--- src/sv/sfp_pkg.sv ---
// Shared types and constants for the sensor frame packer.
`timescale 1ns / 1ps
package sfp_pkg;

  localparam int unsigned CFG_IDX_W  = 3;
  localparam int unsigned CFG_DATA_W = 16;

  typedef enum logic [CFG_IDX_W-1:0] {
    CFG_RAIN_WINDOW      = 3'd0,
    CFG_RAIN_EVENT_LIMIT = 3'd1,
    CFG_TILT_THRESHOLD   = 3'd2,
    CFG_TEMP_LIMIT       = 3'd3,
    CFG_LEVEL_LIMIT      = 3'd4
  } cfg_idx_e;

  localparam logic [15:0] RAIN_WINDOW_RST      = 16'd4500;
  localparam logic [15:0] RAIN_EVENT_LIMIT_RST = 16'd700;
  localparam logic [6:0]  TILT_THRESHOLD_RST   = 7'd15;
  localparam logic [15:0] TEMP_LIMIT_RST       = 16'd2000;
  localparam logic [10:0] LEVEL_LIMIT_RST      = 11'd15;

  localparam logic [7:0]  FRAME_HEADER = 8'hF3;
  localparam logic [15:0] COUNT_MAX    = 16'hFFFF;

  // echo / 58 via reciprocal: floor(echo * 36157 / 2^21) is low by at most one
  localparam logic [15:0] DIV58_MUL   = 16'd36157;
  localparam int unsigned DIV58_SHIFT = 21;
  localparam logic [15:0] LEVEL_DIV   = 16'd58;

  localparam int unsigned FIFO_DEPTH = 4;
  localparam int unsigned FIFO_PTR_W = $clog2(FIFO_DEPTH);
  localparam int unsigned FIFO_CNT_W = $clog2(FIFO_DEPTH + 1);

  typedef enum logic [2:0] {
    BYTE_HEADER   = 3'd0,
    BYTE_ACCEL_HI = 3'd1,
    BYTE_ACCEL_LO = 3'd2,
    BYTE_TEMP_HI  = 3'd3,
    BYTE_TEMP_LO  = 3'd4,
    BYTE_LEVEL_HI = 3'd5,
    BYTE_LEVEL_LO = 3'd6
  } byte_sel_e;

  typedef struct packed {
    logic [15:0] accel_sample;
    logic [15:0] temp_sample;
    logic [15:0] echo_time;
    logic        light_bit;
    logic        humid_bit;
  } in_item_t;

  typedef struct packed {
    logic [7:0] frame_byte;
    logic       last_byte;
    logic       light_drive;
    logic       window_drive;
    logic       potable_valve;
    logic       rainwater_valve;
  } out_item_t;

  typedef struct packed {
    logic [15:0] rain_window;
    logic [15:0] rain_event_limit;
    logic [6:0]  tilt_threshold;
    logic [15:0] temp_limit;
    logic [10:0] level_limit;
  } cfg_t;

  // classified measurement handed from front to back
  typedef struct packed {
    logic [11:0] accel12;
    logic [11:0] temp12;
    logic [10:0] level;
    logic        light_bit;
    logic        humid_bit;
    logic        raining;
    logic        window_drive;
  } q_item_t;

endpackage

--- src/sv/sfp_front.sv ---
// Front end: accepts measurements, runs the rain window logic and computes the level.
`timescale 1ns / 1ps
module sfp_front (
  input  logic             clk_i,
  input  logic             rst_ni,
  input  sfp_pkg::cfg_t    cfg_i,
  input  logic             push_i,
  input  sfp_pkg::in_item_t in_item_i,
  output logic             full_o,
  input  logic             q_full_i,
  output logic             q_push_o,
  output sfp_pkg::q_item_t q_item_o
);

  logic [15:0] window_count_q, window_count_d;
  logic [15:0] event_count_q, event_count_d;
  logic        raining_q, raining_d;
  logic        s1_valid_q, s1_valid_d;
  logic [31:0] s1_prod_q;
  logic [15:0] s1_echo_q;
  sfp_pkg::q_item_t s1_item_q, s1_item_d;

  logic        accept;
  logic        s1_move;
  logic        window_end;
  logic [15:0] event_base;
  logic [10:0] q_est;
  logic [15:0] rem;
  logic [10:0] level;

  assign s1_move  = s1_valid_q && !q_full_i;
  assign full_o   = s1_valid_q && q_full_i;
  assign accept   = push_i && !full_o;
  assign q_push_o = s1_move;

  // rain window bookkeeping for the accepted transaction
  always_comb begin
    window_end     = window_count_q > cfg_i.rain_window;
    raining_d      = raining_q;
    window_count_d = window_count_q;
    event_count_d  = event_count_q;
    event_base     = event_count_q;
    if (accept) begin
      if (window_end) begin
        raining_d      = event_count_q > cfg_i.rain_event_limit;
        window_count_d = '0;
        event_base     = '0;
      end else begin
        window_count_d = window_count_q + 16'd1;
      end
      event_count_d = event_base;
      if (in_item_i.accel_sample[10:4] > cfg_i.tilt_threshold
          && event_base != sfp_pkg::COUNT_MAX) begin
        event_count_d = event_base + 16'd1;
      end
    end
  end

  always_comb begin
    s1_item_d              = s1_item_q;
    s1_item_d.accel12      = in_item_i.accel_sample[15:4];
    s1_item_d.temp12       = in_item_i.temp_sample[15:4];
    s1_item_d.level        = '0;
    s1_item_d.light_bit    = in_item_i.light_bit;
    s1_item_d.humid_bit    = in_item_i.humid_bit;
    s1_item_d.raining      = raining_d;
    s1_item_d.window_drive = !(in_item_i.temp_sample > cfg_i.temp_limit);
  end

  always_comb begin
    if (accept) begin
      s1_valid_d = 1'b1;
    end else if (s1_move) begin
      s1_valid_d = 1'b0;
    end else begin
      s1_valid_d = s1_valid_q;
    end
  end

  always_ff @(posedge clk_i or negedge rst_ni) begin
    if (!rst_ni) begin
      window_count_q <= '0;
      event_count_q  <= '0;
      raining_q      <= 1'b0;
      s1_valid_q     <= 1'b0;
    end else begin
      window_count_q <= window_count_d;
      event_count_q  <= event_count_d;
      raining_q      <= raining_d;
      s1_valid_q     <= s1_valid_d;
    end
  end

  always_ff @(posedge clk_i) begin
    if (accept) begin
      s1_item_q <= s1_item_d;
      s1_echo_q <= in_item_i.echo_time;
      s1_prod_q <= {16'd0, in_item_i.echo_time} * {16'd0, sfp_pkg::DIV58_MUL};
    end
  end

  // correct the reciprocal estimate by one remainder check
  always_comb begin
    q_est = s1_prod_q[sfp_pkg::DIV58_SHIFT +: 11];
    rem   = s1_echo_q - 16'({5'd0, q_est} * sfp_pkg::LEVEL_DIV);
    level = (rem >= sfp_pkg::LEVEL_DIV) ? q_est + 11'd1 : q_est;
  end

  always_comb begin
    q_item_o       = s1_item_q;
    q_item_o.level = level;
  end

endmodule

--- src/sv/sfp_fifo.sv ---
// Short register queue between front and back.
`timescale 1ns / 1ps
module sfp_fifo (
  input  logic             clk_i,
  input  logic             rst_ni,
  input  logic             push_i,
  input  sfp_pkg::q_item_t data_i,
  output logic             full_o,
  input  logic             pop_i,
  output logic             empty_o,
  output sfp_pkg::q_item_t data_o
);

  sfp_pkg::q_item_t mem_q [sfp_pkg::FIFO_DEPTH];
  logic [sfp_pkg::FIFO_PTR_W-1:0] wr_ptr_q, wr_ptr_d;
  logic [sfp_pkg::FIFO_PTR_W-1:0] rd_ptr_q, rd_ptr_d;
  logic [sfp_pkg::FIFO_CNT_W-1:0] count_q, count_d;
  logic do_push, do_pop;

  assign full_o  = count_q == sfp_pkg::FIFO_CNT_W'(sfp_pkg::FIFO_DEPTH);
  assign empty_o = count_q == '0;
  assign do_push = push_i && !full_o;
  assign do_pop  = pop_i && !empty_o;
  assign data_o  = mem_q[rd_ptr_q];

  always_comb begin
    wr_ptr_d = do_push ? wr_ptr_q + 1'b1 : wr_ptr_q;
    rd_ptr_d = do_pop ? rd_ptr_q + 1'b1 : rd_ptr_q;
    count_d  = count_q;
    if (do_push && !do_pop) begin
      count_d = count_q + 1'b1;
    end else if (do_pop && !do_push) begin
      count_d = count_q - 1'b1;
    end
  end

  always_ff @(posedge clk_i or negedge rst_ni) begin
    if (!rst_ni) begin
      wr_ptr_q <= '0;
      rd_ptr_q <= '0;
      count_q  <= '0;
    end else begin
      wr_ptr_q <= wr_ptr_d;
      rd_ptr_q <= rd_ptr_d;
      count_q  <= count_d;
    end
  end

  always_ff @(posedge clk_i) begin
    if (do_push) begin
      mem_q[wr_ptr_q] <= data_i;
    end
  end

endmodule

--- src/sv/sfp_back.sv ---
// Back end: derives valve drives and serializes the seven-byte frame.
`timescale 1ns / 1ps
module sfp_back (
  input  logic              clk_i,
  input  logic              rst_ni,
  input  logic [10:0]       level_limit_i,
  input  logic              q_empty_i,
  input  sfp_pkg::q_item_t  q_item_i,
  output logic              q_pop_o,
  output logic              empty_o,
  input  logic              pop_i,
  output sfp_pkg::out_item_t out_item_o
);

  logic              busy_q, busy_d;
  sfp_pkg::byte_sel_e idx_q, idx_d;
  sfp_pkg::q_item_t  cur_q;
  logic              potable_q, rainwater_q;
  logic              potable_d, rainwater_d;
  logic [10:0]       prev_level_q;
  logic              last, done, load;

  assign last    = idx_q == sfp_pkg::BYTE_LEVEL_LO;
  assign done    = busy_q && pop_i && last;
  assign load    = !q_empty_i && (!busy_q || done);
  assign q_pop_o = load;
  assign empty_o = !busy_q;

  // valves look at the level of the previous measurement
  always_comb begin
    potable_d   = 1'b1;
    rainwater_d = 1'b1;
    if (prev_level_q > level_limit_i) begin
      potable_d   = q_item_i.raining;
      rainwater_d = !q_item_i.raining;
    end
  end

  always_comb begin
    busy_d = busy_q;
    idx_d  = idx_q;
    if (load) begin
      busy_d = 1'b1;
      idx_d  = sfp_pkg::BYTE_HEADER;
    end else if (done) begin
      busy_d = 1'b0;
    end else if (busy_q && pop_i) begin
      idx_d = sfp_pkg::byte_sel_e'(idx_q + 3'd1);
    end
  end

  always_ff @(posedge clk_i or negedge rst_ni) begin
    if (!rst_ni) begin
      busy_q       <= 1'b0;
      idx_q        <= sfp_pkg::BYTE_HEADER;
      prev_level_q <= '0;
    end else begin
      busy_q <= busy_d;
      idx_q  <= idx_d;
      if (load) begin
        prev_level_q <= q_item_i.level;
      end
    end
  end

  always_ff @(posedge clk_i) begin
    if (load) begin
      cur_q       <= q_item_i;
      potable_q   <= potable_d;
      rainwater_q <= rainwater_d;
    end
  end

  always_comb begin
    out_item_o.last_byte       = last;
    out_item_o.light_drive     = cur_q.light_bit;
    out_item_o.window_drive    = cur_q.window_drive;
    out_item_o.potable_valve   = potable_q;
    out_item_o.rainwater_valve = rainwater_q;
    unique case (idx_q)
      sfp_pkg::BYTE_HEADER:   out_item_o.frame_byte = sfp_pkg::FRAME_HEADER;
      sfp_pkg::BYTE_ACCEL_HI: out_item_o.frame_byte =
          {1'b0, !cur_q.light_bit, !cur_q.humid_bit, cur_q.accel12[11:7]};
      sfp_pkg::BYTE_ACCEL_LO: out_item_o.frame_byte = {1'b0, cur_q.accel12[6:0]};
      sfp_pkg::BYTE_TEMP_HI:  out_item_o.frame_byte =
          {1'b0, !cur_q.raining, 1'b0, cur_q.temp12[11:7]};
      sfp_pkg::BYTE_TEMP_LO:  out_item_o.frame_byte = {1'b0, cur_q.temp12[6:0]};
      sfp_pkg::BYTE_LEVEL_HI: out_item_o.frame_byte = {4'd0, cur_q.level[10:7]};
      sfp_pkg::BYTE_LEVEL_LO: out_item_o.frame_byte = {1'b0, cur_q.level[6:0]};
      default:                out_item_o.frame_byte = sfp_pkg::FRAME_HEADER;
    endcase
  end

endmodule

--- src/sv/sensor_frame_packer_with_rain_detect.sv ---
// Top level: configuration registers, front end, queue and frame serializer.
//
//  channel   ports                                      transaction when
//  input     push, full, in_item_i                      push && !full
//  result    empty, pop, out_item_o                     pop && !empty
//  config    cfg_valid_i, cfg_ready_o, cfg_index_i,     cfg_valid_i && cfg_ready_o
//            cfg_data_i
//
// Each measurement yields seven result bytes, one per cycle while pop is held high; the
// byte serializer sets the sustained measurement rate.
// First byte reaches the result ports through the queue write and then the load.
// A 4-entry queue lets the front keep accepting while the serializer stalls on pop.
// Reset clears counters, raining flag, previous level and all valid state; config
// registers return to their defaults. Config is always ready.
`timescale 1ns / 1ps
module sensor_frame_packer_with_rain_detect (
  input  logic                                 clk_i,
  input  logic                                 rst_ni,
  input  logic                                 push,
  output logic                                 full,
  input  sfp_pkg::in_item_t                    in_item_i,
  output logic                                 empty,
  input  logic                                 pop,
  output sfp_pkg::out_item_t                   out_item_o,
  input  logic                                 cfg_valid_i,
  output logic                                 cfg_ready_o,
  input  logic [sfp_pkg::CFG_IDX_W-1:0]        cfg_index_i,
  input  logic [sfp_pkg::CFG_DATA_W-1:0]       cfg_data_i
);

  sfp_pkg::cfg_t    cfg_q, cfg_d;
  logic             q_push, q_full, q_pop, q_empty;
  sfp_pkg::q_item_t q_wr_item, q_rd_item;

  assign cfg_ready_o = 1'b1;

  always_comb begin
    cfg_d = cfg_q;
    if (cfg_valid_i) begin
      unique case (sfp_pkg::cfg_idx_e'(cfg_index_i))
        sfp_pkg::CFG_RAIN_WINDOW:      cfg_d.rain_window      = cfg_data_i;
        sfp_pkg::CFG_RAIN_EVENT_LIMIT: cfg_d.rain_event_limit = cfg_data_i;
        sfp_pkg::CFG_TILT_THRESHOLD:   cfg_d.tilt_threshold   = cfg_data_i[6:0];
        sfp_pkg::CFG_TEMP_LIMIT:       cfg_d.temp_limit       = cfg_data_i;
        sfp_pkg::CFG_LEVEL_LIMIT:      cfg_d.level_limit      = cfg_data_i[10:0];
        default:                       cfg_d = cfg_q;
      endcase
    end
  end

  always_ff @(posedge clk_i or negedge rst_ni) begin
    if (!rst_ni) begin
      cfg_q.rain_window      <= sfp_pkg::RAIN_WINDOW_RST;
      cfg_q.rain_event_limit <= sfp_pkg::RAIN_EVENT_LIMIT_RST;
      cfg_q.tilt_threshold   <= sfp_pkg::TILT_THRESHOLD_RST;
      cfg_q.temp_limit       <= sfp_pkg::TEMP_LIMIT_RST;
      cfg_q.level_limit      <= sfp_pkg::LEVEL_LIMIT_RST;
    end else begin
      cfg_q <= cfg_d;
    end
  end

  sfp_front u_front (
    .clk_i     (clk_i),
    .rst_ni    (rst_ni),
    .cfg_i     (cfg_q),
    .push_i    (push),
    .in_item_i (in_item_i),
    .full_o    (full),
    .q_full_i  (q_full),
    .q_push_o  (q_push),
    .q_item_o  (q_wr_item)
  );

  sfp_fifo u_fifo (
    .clk_i   (clk_i),
    .rst_ni  (rst_ni),
    .push_i  (q_push),
    .data_i  (q_wr_item),
    .full_o  (q_full),
    .pop_i   (q_pop),
    .empty_o (q_empty),
    .data_o  (q_rd_item)
  );

  sfp_back u_back (
    .clk_i         (clk_i),
    .rst_ni        (rst_ni),
    .level_limit_i (cfg_q.level_limit),
    .q_empty_i     (q_empty),
    .q_item_i      (q_rd_item),
    .q_pop_o       (q_pop),
    .empty_o       (empty),
    .pop_i         (pop),
    .out_item_o    (out_item_o)
  );

  // front never pushes into a full queue
  assert property (@(posedge clk_i) disable iff (!rst_ni) q_push |-> !q_full)
    else $error("queue overflow");

  // back never loads from an empty queue
  assert property (@(posedge clk_i) disable iff (!rst_ni) q_pop |-> !q_empty)
    else $error("queue underflow");

  // the byte after a frame's last byte starts a new frame with the header
  assert property (@(posedge clk_i) disable iff (!rst_ni)
      (pop && !empty && out_item_o.last_byte)
      |=> (empty || out_item_o.frame_byte == sfp_pkg::FRAME_HEADER))
    else $error("frame does not start with header");

  // only the header byte has its top bit set, so the last byte never has it
  assert property (@(posedge clk_i) disable iff (!rst_ni)
      (!empty && out_item_o.frame_byte[7]) |-> !out_item_o.last_byte)
    else $error("payload byte with top bit set");

endmodule

--- config.mk ---
export PLATFORM = sky130hd
export DESIGN_NAME = sensor_frame_packer_with_rain_detect
export DESIGN_NICKNAME = d
export VERILOG_FILES = /design/src/sv/sfp_pkg.sv /design/src/sv/sfp_front.sv /design/src/sv/sfp_fifo.sv /design/src/sv/sfp_back.sv /design/src/sv/sensor_frame_packer_with_rain_detect.sv
export SDC_FILE = /design/constraint.sdc
export NUM_CORES = 1
export LEC_CHECK = 0
export BUFFER_PORTS_ARGS = -buffer_cell sky130_fd_sc_hd__buf_2
export CAP_MARGIN = 0
export CELL_PAD_IN_SITES_DETAIL_PLACEMENT = 1
export CELL_PAD_IN_SITES_GLOBAL_PLACEMENT = 1
export CORE_ASPECT_RATIO = 0.9
export CORE_MARGIN = 5
export CORE_UTILIZATION = 25
export DETAILED_ROUTE_END_ITERATION = 10
export PLACE_DENSITY = 0.46
export SLEW_MARGIN = 5
export SYNTH_ARGS = -nofsm -noshare
export SYNTH_HDL_FRONTEND = slang
export SYNTH_SLANG_ARGS = --single-unit
--- constraint.sdc ---
create_clock -name clk_i -period 6.8 [get_ports clk_i]
set_input_delay 0.34 -clock clk_i [delete_from_list [all_inputs] [get_ports clk_i]]
set_output_delay 0.34 -clock clk_i [all_outputs]
set_load 0.005 [all_outputs]
==> flow_metrics.py, run 1 <==
metrics = {
    "place": {
        "port-buffer-count": 84,
        "pre_cts_slack_ns": 0.311,
        "hpwl_um": 41900,
        "dp.cells": 2957,
        "gp_congestion": 0.785,
    },
    "global_route": {
        "grt-busiest-layer": "met2",
        "track_usage_pct": 12.0,
        "grt_max_degree": 56,
        "grt_pass1_wl_um": 88500,
        "met1_usage_pct": 16.6,
        "grt_util_met2_pct": 20.3,
        "grt_pass1_vias": 14900,
        "antenna_found_initial": 1,
        "grtUsageMet3_pct": 1.68,
        "grt.overflow.total": 0,
    },
    "routing": {
        "vias": 13400,
        "drt_iter0_markers": 530,
        "viasPerCell": 4.37,
        "postRouteAntennaNets": 0,
        "drc": 0,
        "drt-total-wl_um": 56100,
        "drtPass1Iterations": 5,
        "wire_per_inst_um": 18.3,
    },
    "clock_tree": {
        "cts_htree_levels": 2,
        "clockBufferDepth": 3,
        "cts_tree": "yes",
        "clk_pin_slew_ns": 0.06,
        "cts-root-buf": "clkbuf_16",
        "cts_sinks": 373,
        "cts_buffers": 46,
        "clkLatencyLatePin_ns": 0.58,
    },
    "cells_and_area": {
        "register_area_mm2": 0.0106,
        "multi_input_comb_area_mm2": 0.0102,
        "nets": 2304,
        "fillers": 9464,
        "area_delta_synth_final_pct": 16.3,
        "stdcell_count": 3068,
        "n_antenna_cell": 0,
        "drive_above_1_share_pct": 15.6,
    },
    "sta": {
        "fmax_ghz": 0.157,
        "hold_viol": 0,
        "worst_pin_slew_ns": 0.913,
        "setup_viol": 0,
        "drv_slew": 0,
        "post-route-period-util_pct": 93.4,
        "skew_ns": 0.0236,
        "finalCriticalPeriod_ns": 6.35,
        "rsz0062_at_grt": "false",
        "max_slew_margin_pct": 38.8,
        "setup_ws_ns": 0.447,
        "timing.setup.tns_ns": 0,
        "hold_ws_ns": 0.0467,
    },
    "synth": {
        "syn-num-nets": 2167,
        "synth_commonest_cells": "inv_1, edfxtp_1, ha_1, nand2_1, fa_1",
        "synth_edf_count": 251,
        "syn_avg_cell_area_um2": 12.7,
        "synth_flop_cell": "edfxtp_1",
        "ys_ff_latch": 373,
        "yosysWarnings": 0,
        "synthTopCellsByArea": "edfxtp_1, ha_1, dfrtp_1",
        "synth_cells": 1740,
        "synth_most_common_cell": "inv_1",
        "synth_top_area_share_pct": 34.2,
        "yosysSeqAreaShare_pct": 48.3,
        "synth_top_area_cell": "edfxtp_1",
        "syn-cell-area_mm2": 0.0220,
        "async_flop_share_pct": 32.7,
        "ys_types": 76,
    },
    "min_path": {
        "whs_path_depth": 3,
        "hold_class": "input pin to flip-flop",
    },
    "setup_path": {
        "crit_family": "adder cells",
        "crit_fanout": 10,
        "crit_path_end_kind": "flip-flop",
        "cp-start-kind": "flip-flop",
        "crit_cells": 23,
        "critical-path-max-stage-delay_ns": 0.64,
        "worstPathRequired_ns": 7.09,
        "critPathBufInv": 2,
        "slowest_stage": "or4_4",
        "criticalPathCategory": "flip-flop to flip-flop",
        "rr_worst_depth": 23,
        "arrival_ns": 6.65,
        "crit_chain": "inv_1, fa_1, inv_1, ha_1, fa_1, ha_1, a21o_1, a21oi_1, o21bai_1, a21oi_2, o21bai_1, a21oi_1, xnor2_1, ha_1, a21oi_1, o22ai_1, nor3_1, o2111ai_1, a311oi_1, nand4_1, or4_4, nor2_2, mux2_1",
    },
    "die": {
        "initial_core_util_pct": 25.2,
        "dieArea_mm2": 0.0941,
        "die_h_um": 291,
        "dieWidth_um": 323,
        "core_mm2": 0.0875,
        "fp-row-count": 103,
        "io_pins": 90,
    },
    "run_status": {
        "outcome": "finished clean",
    },
    "run": {
        "maxCapViolCount": 0,
    },
}
==> routing by layer <==
metal | vias up | share of wire [%]
li1 | 6380 | -
met1 | 6836 | 47
met2 | 145 | 48
met3 | 58 | 2.8
met4 | 0 | 1.7
met5 | - | 0
==> through the flow <==
stage               utilization, %  cell area, um^2
floorplan                        -            22000
global placement              27.3            23900
detailed placement            27.3            23900
CTS                           29.2            25600
global route                  29.3            25600
finish                        29.3            25600
==> path summary, 6_finish.rpt <==
kind                                                end                             from  slack (ns)
setup / recovery           u_fifo.mem_q[1][5]$_DFFE_PP_  u_front.s1_prod_q[22]$_DFFE_PP_        0.45
hold / removal                    cfg_q[62]$_DFFE_PN1P_                   cfg_data_i[12]        0.05
setup reg to reg           u_fifo.mem_q[1][5]$_DFFE_PP_  u_front.s1_prod_q[22]$_DFFE_PP_        0.45
hold reg to reg             u_front.raining_q$_DFF_PN0_      u_front.raining_q$_DFF_PN0_        0.48
max in group asynchronous          cfg_q[8]$_DFFE_PN0P_                           rst_ni        4.78
min in group asynchronous   u_back.idx_q[2]$_DFFE_PN0P_                           rst_ni        0.26
==> tightest hold or removal path: cells and delay by family <==
kind | cells | cell delay, ns
buffers and inverters | 1 | 0.13
and+or+nand+nor | 1 | 0.06
AOI/OAI and AO/OA | 1 | 0.07
==> state kept, by name, indices dropped and copies added, names as in the netlist <==
register	cells
u_fifo.count_q	3
u_fifo.mem_q	156
u_back.idx_q	3
u_front.s1_valid_q	1
u_front.event_count_q	16
u_back.busy_q	1
u_front.q_item_o	28
cfg_q	66
u_front.raining_q	1
u_back.cur_q	37
u_fifo.wr_ptr_q	2
u_front.s1_prod_q	11
u_back.potable_q	1
u_back.prev_level_q	11
u_back.rainwater_q	1
u_front.s1_echo_q	15
u_back.out_item_o	2
u_front.window_count_q	16
u_fifo.rd_ptr_q	2
==> cells by family after synthesis <==
| family | count (synthesis) | share of synthesized area [%] |
|---|---|---|
| flip-flops | 373 | 48.3 |
| AO/OA/AOI/OAI | 255 | 7.52 |
| XOR/XNOR | 63 | 2.54 |
| adder cells (fa/ha/maj) | 354 | 23.7 |
| AND/OR/NAND/NOR | 283 | 6.14 |
| multiplexers | 79 | 6.03 |
| buffers and inverters | 332 | 5.84 |
| other | 1 | 0.0170 |
==> timing repair <==
item	4_1_cts	5_1_grt
resized for setup	0	1
hold buffers	23	0
buffers inserted	0	4
hold endpoints to repair	49	0
endpoints found under the setup margin	0	26
==> area by class of cell <==
type / instances / area share [%]
clock buffers: 64 / 4.88
repair buffers: 127 / 3.14
inverters: 294 / 4.31
well taps: 1155 / 5.64
multi-input cells: 1035 / 39.7
clock inverters: 20 / 0.884
flip-flops and latches: 373 / 41.5
==> layout by cell type, fill, tap and decap left out, types with 5 or more instances in the layout <==
master	n
a211oi_1	5
nand2_1	117
xnor2_1	38
a21oi_1	42
xor2_1	24
nor2b_1	10
clkbuf_16	46
mux4_2	39
buf_4	21
a21o_1	22
nor3_1	14
nand3_1	20
fa_1	104
a31oi_1	7
nand2b_1	8
dlygate4sd3_1	23
inv_1	293
dfstp_2	25
o31ai_1	5
o211ai_1	10
nor2_1	46
dfrtp_1	95
clkbuf_1	15
and3_1	8
o21ai_0	88
nand4_1	27
buf_2	83
o21a_1	18
edfxtp_1	251
o2111ai_1	6
nor4_1	5
mux2_2	38
ha_1	249
o21bai_1	6
clkinv_2	10
Power of run 1 is not shown: default switching activity piles up to over one toggle a cycle in this logic, so the estimate is an artifact.
==> run 2, diff against run 1 <==
==> constraint.sdc (replaced) <==
create_clock -name clk_i -period 6.25 [get_ports clk_i]
set_input_delay 0.3125 -clock clk_i [delete_from_list [all_inputs] [get_ports clk_i]]
set_output_delay 0.3125 -clock clk_i [all_outputs]
set_load 0.005 [all_outputs]
==> flow_metrics.py, run 2 (same netlist as run 1, synthesis figures left out) <==
metrics = {
    "sta": {
        "worst_pin_slew_ns": 0.974,
        "finalCriticalPeriod_ns": 5.86,
        "skew_ns": 0.0223,
        "setup_viol": 0,
        "drv_slew": 0,
        "hold_viol": 0,
        "timing.setup.tns_ns": 0,
        "rsz0062_at_grt": "false",
        "fmax_ghz": 0.171,
        "post-route-period-util_pct": 93.8,
        "max_slew_margin_pct": 35.1,
    },
    "cells_and_area": {
        "final_cell_mix": "inv_1, edfxtp_1, ha_1",
        "area_delta_synth_final_pct": 17.5,
        "final_common_cell": "inv_1",
        "fillers": 9524,
        "top_register": "u_fifo.mem_q",
        "drive_above_1_share_pct": 16.5,
        "register_area_mm2": 0.0106,
        "multi_input_comb_area_mm2": 0.0102,
        "largestRegisters": "u_fifo.mem_q (156), cfg_q (66), u_back.cur_q (37)",
        "largest_register_ffs": 156,
        "nets": 2327,
    },
    "setup_path": {
        "r2r_slack_ns": 0.39,
        "crit_fanout": 4,
        "rr_worst_depth": 23,
        "timing.rr.end": "u_fifo.mem_q[1][5]$_DFFE_PP_",
        "arrival_ns": 6.30,
        "crit_start": "in_item_i[13]",
        "worstPathRequired_ns": 6.69,
        "crit_path_end_kind": "flip-flop",
        "criticalPathCategory": "input pin to flip-flop",
        "r2r-start": "u_front.s1_prod_q[22]$_DFFE_PP_",
        "cp-start-kind": "input pin",
    },
    "global_route": {
        "grt_max_degree": 72,
        "track_usage_pct": 12.1,
        "grt_pass1_wl_um": 89200,
        "grt_pass1_vias": 15000,
        "antenna_found_initial": 0,
        "grt.overflow.total": 0,
    },
    "min_path": {
        "whs_path_depth": 1,
        "hold_class": "input pin to flip-flop",
        "min_from": "in_item_i[43]",
        "whs_endpoint": "u_front.q_item_o[32]$_DFFE_PP_",
    },
    "place": {
        "gp_congestion": 0.792,
        "hpwl_um": 42000,
        "port-buffer-count": 84,
    },
    "routing": {
        "drtPass1Iterations": 5,
        "drc": 0,
        "viasPerCell": 4.36,
        "drt-total-wl_um": 56600,
        "vias": 13500,
        "postRouteAntennaNets": 0,
        "wire_per_inst_um": 18.3,
        "drt_iter0_markers": 632,
    },
    "clock_tree": {
        "clockBufferDepth": 3,
        "cts_htree_levels": 2,
        "clk_pin_slew_ns": 0.06,
        "cts_sinks": 373,
        "post_cts_buffers": 0,
        "clkLatencyLatePin_ns": 0.58,
        "cts-root-buf": "clkbuf_16",
        "cts_tree": "yes",
        "cts_buffers": 46,
    },
    "die": {
        "core_mm2": 0.0875,
        "initial_core_util_pct": 25.2,
        "io_pins": 90,
        "die_h_um": 291,
        "dieArea_mm2": 0.0941,
        "fp-row-count": 103,
        "dieWidth_um": 323,
    },
    "run_status": {
        "outcome": "finished clean",
    },
    "run": {
        "maxCapViolCount": 0,
    },
}
==> run 2: cell count changes in the layout (fill, tap and decap cells not counted), moves of 3 or more <==
| cell | delta |
|---|---|
| dlygate4sd3_1 | +9 |
| clkinv_4 | +3 |
| buf_4 | +14 |
| clkinv_2 | -3 |
| clkbuf_1 | -5 |
==> run 2: what timing repair did <==
action | 4_1_cts | 5_1_grt
hold buffers | 32 | 0
gates resized for setup | 0 | 5
endpoints found under the hold margin | 81 | 0
endpoints found under the setup margin | 0 | 45
==> run 2: area by class of cell <==
class	instances	share of cell area [%]
Multi-Input combinational cell	1035	39.3
Antenna cell	1	0.00967
Clock buffer	62	4.96
Inverter	294	4.27
Timing Repair Buffer	150	3.86
Sequential cell	373	41.1
Clock inverter	23	0.958
Tap cell	1155	5.59
==> run 2: stage by stage <==
stage	setup WS (ns)	instance area (um^2)	instances	hold slack, ns	util (%)
floorplan	0.462	22000	1740	0.0169	-
global placement	0.187	24000	2975	0.435	27.4
detailed placement	0.146	24000	2975	0.455	27.4
CTS	0.104	25900	3092	0.0114	29.5
global route	0.0187	25900	3092	0.0237	29.6
finish	0.387	25900	3093	0.0486	29.6
==> run 2: metal layers <==
metal	global-route usage [%]	vias up	part of all wire (%)
met2	20.3	135	47
li1	-	6436	-
met3	1.59	67	2.7
met4	2.62	0	1.8
met5	0	-	0
met1	16.9	6833	48
==> run 2: worst max-delay path by stage <==
stage	end	slack [ns]	cells after the start
finish	u_front.s1_prod_q[31]$_DFFE_PP_	0.39	22
global route	u_fifo.mem_q[1][5]$_DFFE_PP_	0.02	23
CTS	u_fifo.mem_q[1][5]$_DFFE_PP_	0.10	23
detailed placement	u_fifo.mem_q[1][5]$_DFFE_PP_	0.15	23
global placement	u_fifo.mem_q[0][5]$_DFFE_PP_	0.19	23
floorplan	u_fifo.mem_q[0][5]$_DFFE_PP_	0.46	24
==> run 2: worst max-delay path, stage by stage <==
cell           delay [ns]
dlygate4sd3_1        0.55
buf_2                0.16
ha_1                 0.30
inv_1                0.10
fa_1                 0.55
inv_1                0.05
fa_1                 0.47
fa_1                 0.49
inv_1                0.05
fa_1                 0.53
inv_1                0.05
fa_1                 0.43
ha_1                 0.33
a21o_1               0.19
a21o_1               0.18
a21o_1               0.18
a211oi_1             0.22
o21ai_0              0.18
o21ai_1              0.24
a31oi_1              0.20
or4_1                0.43
nand4_1              0.11
Power of run 2 is left out for the same reason.
==> run 3, diff against run 2 <==
--- a/config.mk
+++ b/config.mk
@@ -13,7 +13,9 @@
 export CORE_MARGIN = 5
 export CORE_UTILIZATION = 25
 export DETAILED_ROUTE_END_ITERATION = 10
+export MAX_ROUTING_LAYER = met4
 export PLACE_DENSITY = 0.46
+export SKIP_CTS_REPAIR_TIMING = 1
 export SLEW_MARGIN = 5
 export SYNTH_ARGS = -nofsm -noshare
 export SYNTH_HDL_FRONTEND = slang
==> flow_metrics.py, run 3 (same netlist as run 1, synthesis figures left out) <==
metrics = {
    "global_route": {
        "grtUsageMet3_pct": 1.60,
        "grt_util_met2_pct": 20.2,
        "track_usage_pct": 12.4,
        "antenna_found_initial": 0,
        "grt-busiest-layer": "met2",
        "met1_usage_pct": 16.8,
        "grt_pass1_wl_um": 88600,
        "grt_pass1_vias": 14900,
        "grt.overflow.total": 0,
        "grt_max_degree": 72,
    },
    "place": {
        "hpwl_um": 42000,
        "gp_congestion": 0.803,
        "dp.cells": 2975,
        "place_area_mm2": 0.0240,
        "port-buffer-count": 84,
    },
    "setup_path": {
        "critical-path-max-stage-delay_ns": 0.53,
        "crit_path_end_kind": "flip-flop",
        "r2r-start": "u_front.s1_prod_q[22]$_DFFE_PP_",
        "slowest_stage": "fa_1",
        "r2r_slack_ns": 0.37,
        "crit_fanout": 5,
        "timing.rr.end": "u_fifo.mem_q[1][5]$_DFFE_PP_",
        "crit_chain": "inv_1, fa_1, inv_1, ha_1, fa_1, ha_1, a21o_1, a21oi_2, o21bai_1, a21oi_2, o21bai_1, a21oi_2, xnor2_1, ha_1, a21oi_2, o22ai_1, nor3_1, o2111ai_1, a311oi_1, nand4_1, or4_4, nor2_2, mux2_1",
        "worstPathRequired_ns": 6.55,
        "criticalPathCategory": "flip-flop to flip-flop",
        "crit_start": "u_front.s1_prod_q[22]$_DFFE_PP_",
        "rr_worst_depth": 23,
        "cp-start-kind": "flip-flop",
        "crit_top_cell": "a21oi_2",
        "arrival_ns": 6.18,
    },
    "cells_and_area": {
        "top_register": "u_fifo.mem_q",
        "stdcell_count": 3088,
        "fillers": 9518,
        "nets": 2322,
        "multi_input_comb_area_mm2": 0.0102,
        "drive_above_1_share_pct": 16.7,
        "largest_register_ffs": 156,
        "register_area_mm2": 0.0106,
        "final_cell_mix": "inv_1, edfxtp_1, ha_1",
        "largestRegisters": "u_fifo.mem_q (156), cfg_q (66), u_back.cur_q (37)",
        "final_common_cell": "inv_1",
        "post-route-cell-area_mm2": 0.0258,
        "area_delta_synth_final_pct": 17.3,
    },
    "die": {
        "dieWidth_um": 323,
        "die_h_um": 291,
        "fp-row-count": 103,
        "io_pins": 90,
        "core_mm2": 0.0875,
        "dieArea_mm2": 0.0941,
        "initial_core_util_pct": 25.2,
    },
    "clock_tree": {
        "clockBufferDepth": 3,
        "cts_htree_levels": 2,
        "clk_pin_slew_ns": 0.06,
        "cts_tree": "yes",
        "clkLatencyLatePin_ns": 0.58,
        "cts-root-buf": "clkbuf_16",
        "cts_sinks": 373,
        "cts_buffers": 46,
    },
    "sta": {
        "rsz0062_at_grt": "false",
        "fmax_ghz": 0.170,
        "setup_viol": 0,
        "post-route-period-util_pct": 94.0,
        "worst_pin_slew_ns": 0.953,
        "finalCriticalPeriod_ns": 5.88,
        "max_slew_margin_pct": 36.5,
        "hold_viol": 0,
        "timing.setup.tns_ns": 0,
        "hold_ws_ns": 0.00955,
        "skew_ns": 0.0206,
        "drv_slew": 0,
    },
    "run": {
        "maxCapViolCount": 0,
    },
    "routing": {
        "drt-total-wl_um": 56800,
        "wire_per_inst_um": 18.4,
        "drtPass1Iterations": 5,
        "viasPerCell": 4.37,
        "postRouteAntennaNets": 0,
        "drc": 0,
        "vias": 13500,
        "drt_iter0_markers": 614,
    },
    "min_path": {
        "hold_class": "input pin to flip-flop",
        "whs_endpoint": "cfg_q[43]$_DFFE_PN1P_",
        "min_from": "cfg_data_i[9]",
        "whs_path_depth": 3,
    },
    "run_status": {
        "outcome": "finished clean",
    },
}
==> run 3: cell count changes in the layout (fill, tap and decap cells not counted) <==
cell and change:
o21ai_1 -1, or4_4 +1, a21oi_1 -1, o21ai_0 +1, a21oi_2 +1, dlygate4sd3_1 -6
==> run 3: how the worst max path moves through the flow <==
| stage | to | slack, ns | depth (start not counted) |
|---|---|---|---|
| final | u_fifo.mem_q[1][5]$_DFFE_PP_ | 0.37 | 23 |
| after global routing | u_fifo.mem_q[1][5]$_DFFE_PP_ | 0.009 | 23 |
| after CTS | u_fifo.mem_q[1][5]$_DFFE_PP_ | 0.10 | 23 |
| after detailed placement | u_fifo.mem_q[1][5]$_DFFE_PP_ | 0.15 | 23 |
| after global placement | u_fifo.mem_q[0][5]$_DFFE_PP_ | 0.19 | 23 |
| after floorplan | u_fifo.mem_q[0][5]$_DFFE_PP_ | 0.46 | 24 |
==> run 3: per-stage QoR <==
step,util (%),setup WS [ns]
floorplan,-,0.462
global placement,27.4,0.187
detailed placement,27.4,0.146
CTS,29.2,0.104
global route,29.5,0.00903
finish,29.5,0.372
==> run 3: critical path: cells and delay by family (launching register included) <==
family / cells / cell delay, ns
xor gates and xnor gates: 1 / 0.15
muxes: 1 / 0.39
DFF: 1 / 0.35
and+or+nand+nor: 4 / 1.08
AOI/OAI and AO/OA: 10 / 1.55
buffers and inverters: 2 / 0.13
adders and majority gates: 5 / 1.94
==> run 3: area by class of cell <==
| type | instances | share of cell area (%) |
|---|---|---|
| Tap cell | 1155 | 5.60 |
| Antenna cell | 1 | 0.00969 |
| Clock inverter | 23 | 0.959 |
| Clock buffer | 62 | 4.97 |
| Timing Repair Buffer | 144 | 3.63 |
| Sequential cell | 373 | 41.1 |
| Inverter | 294 | 4.28 |
| Multi-Input combinational cell | 1036 | 39.4 |
==> run 3: metal layers <==
metal  share of wire, %  vias to the layer above
met5                  0                        -
met4                1.7                        0
met3                2.6                       73
met2                 47                      140
met1                 48                     6847
li1                   -                     6429
Power of run 3 is left out for the same reason.
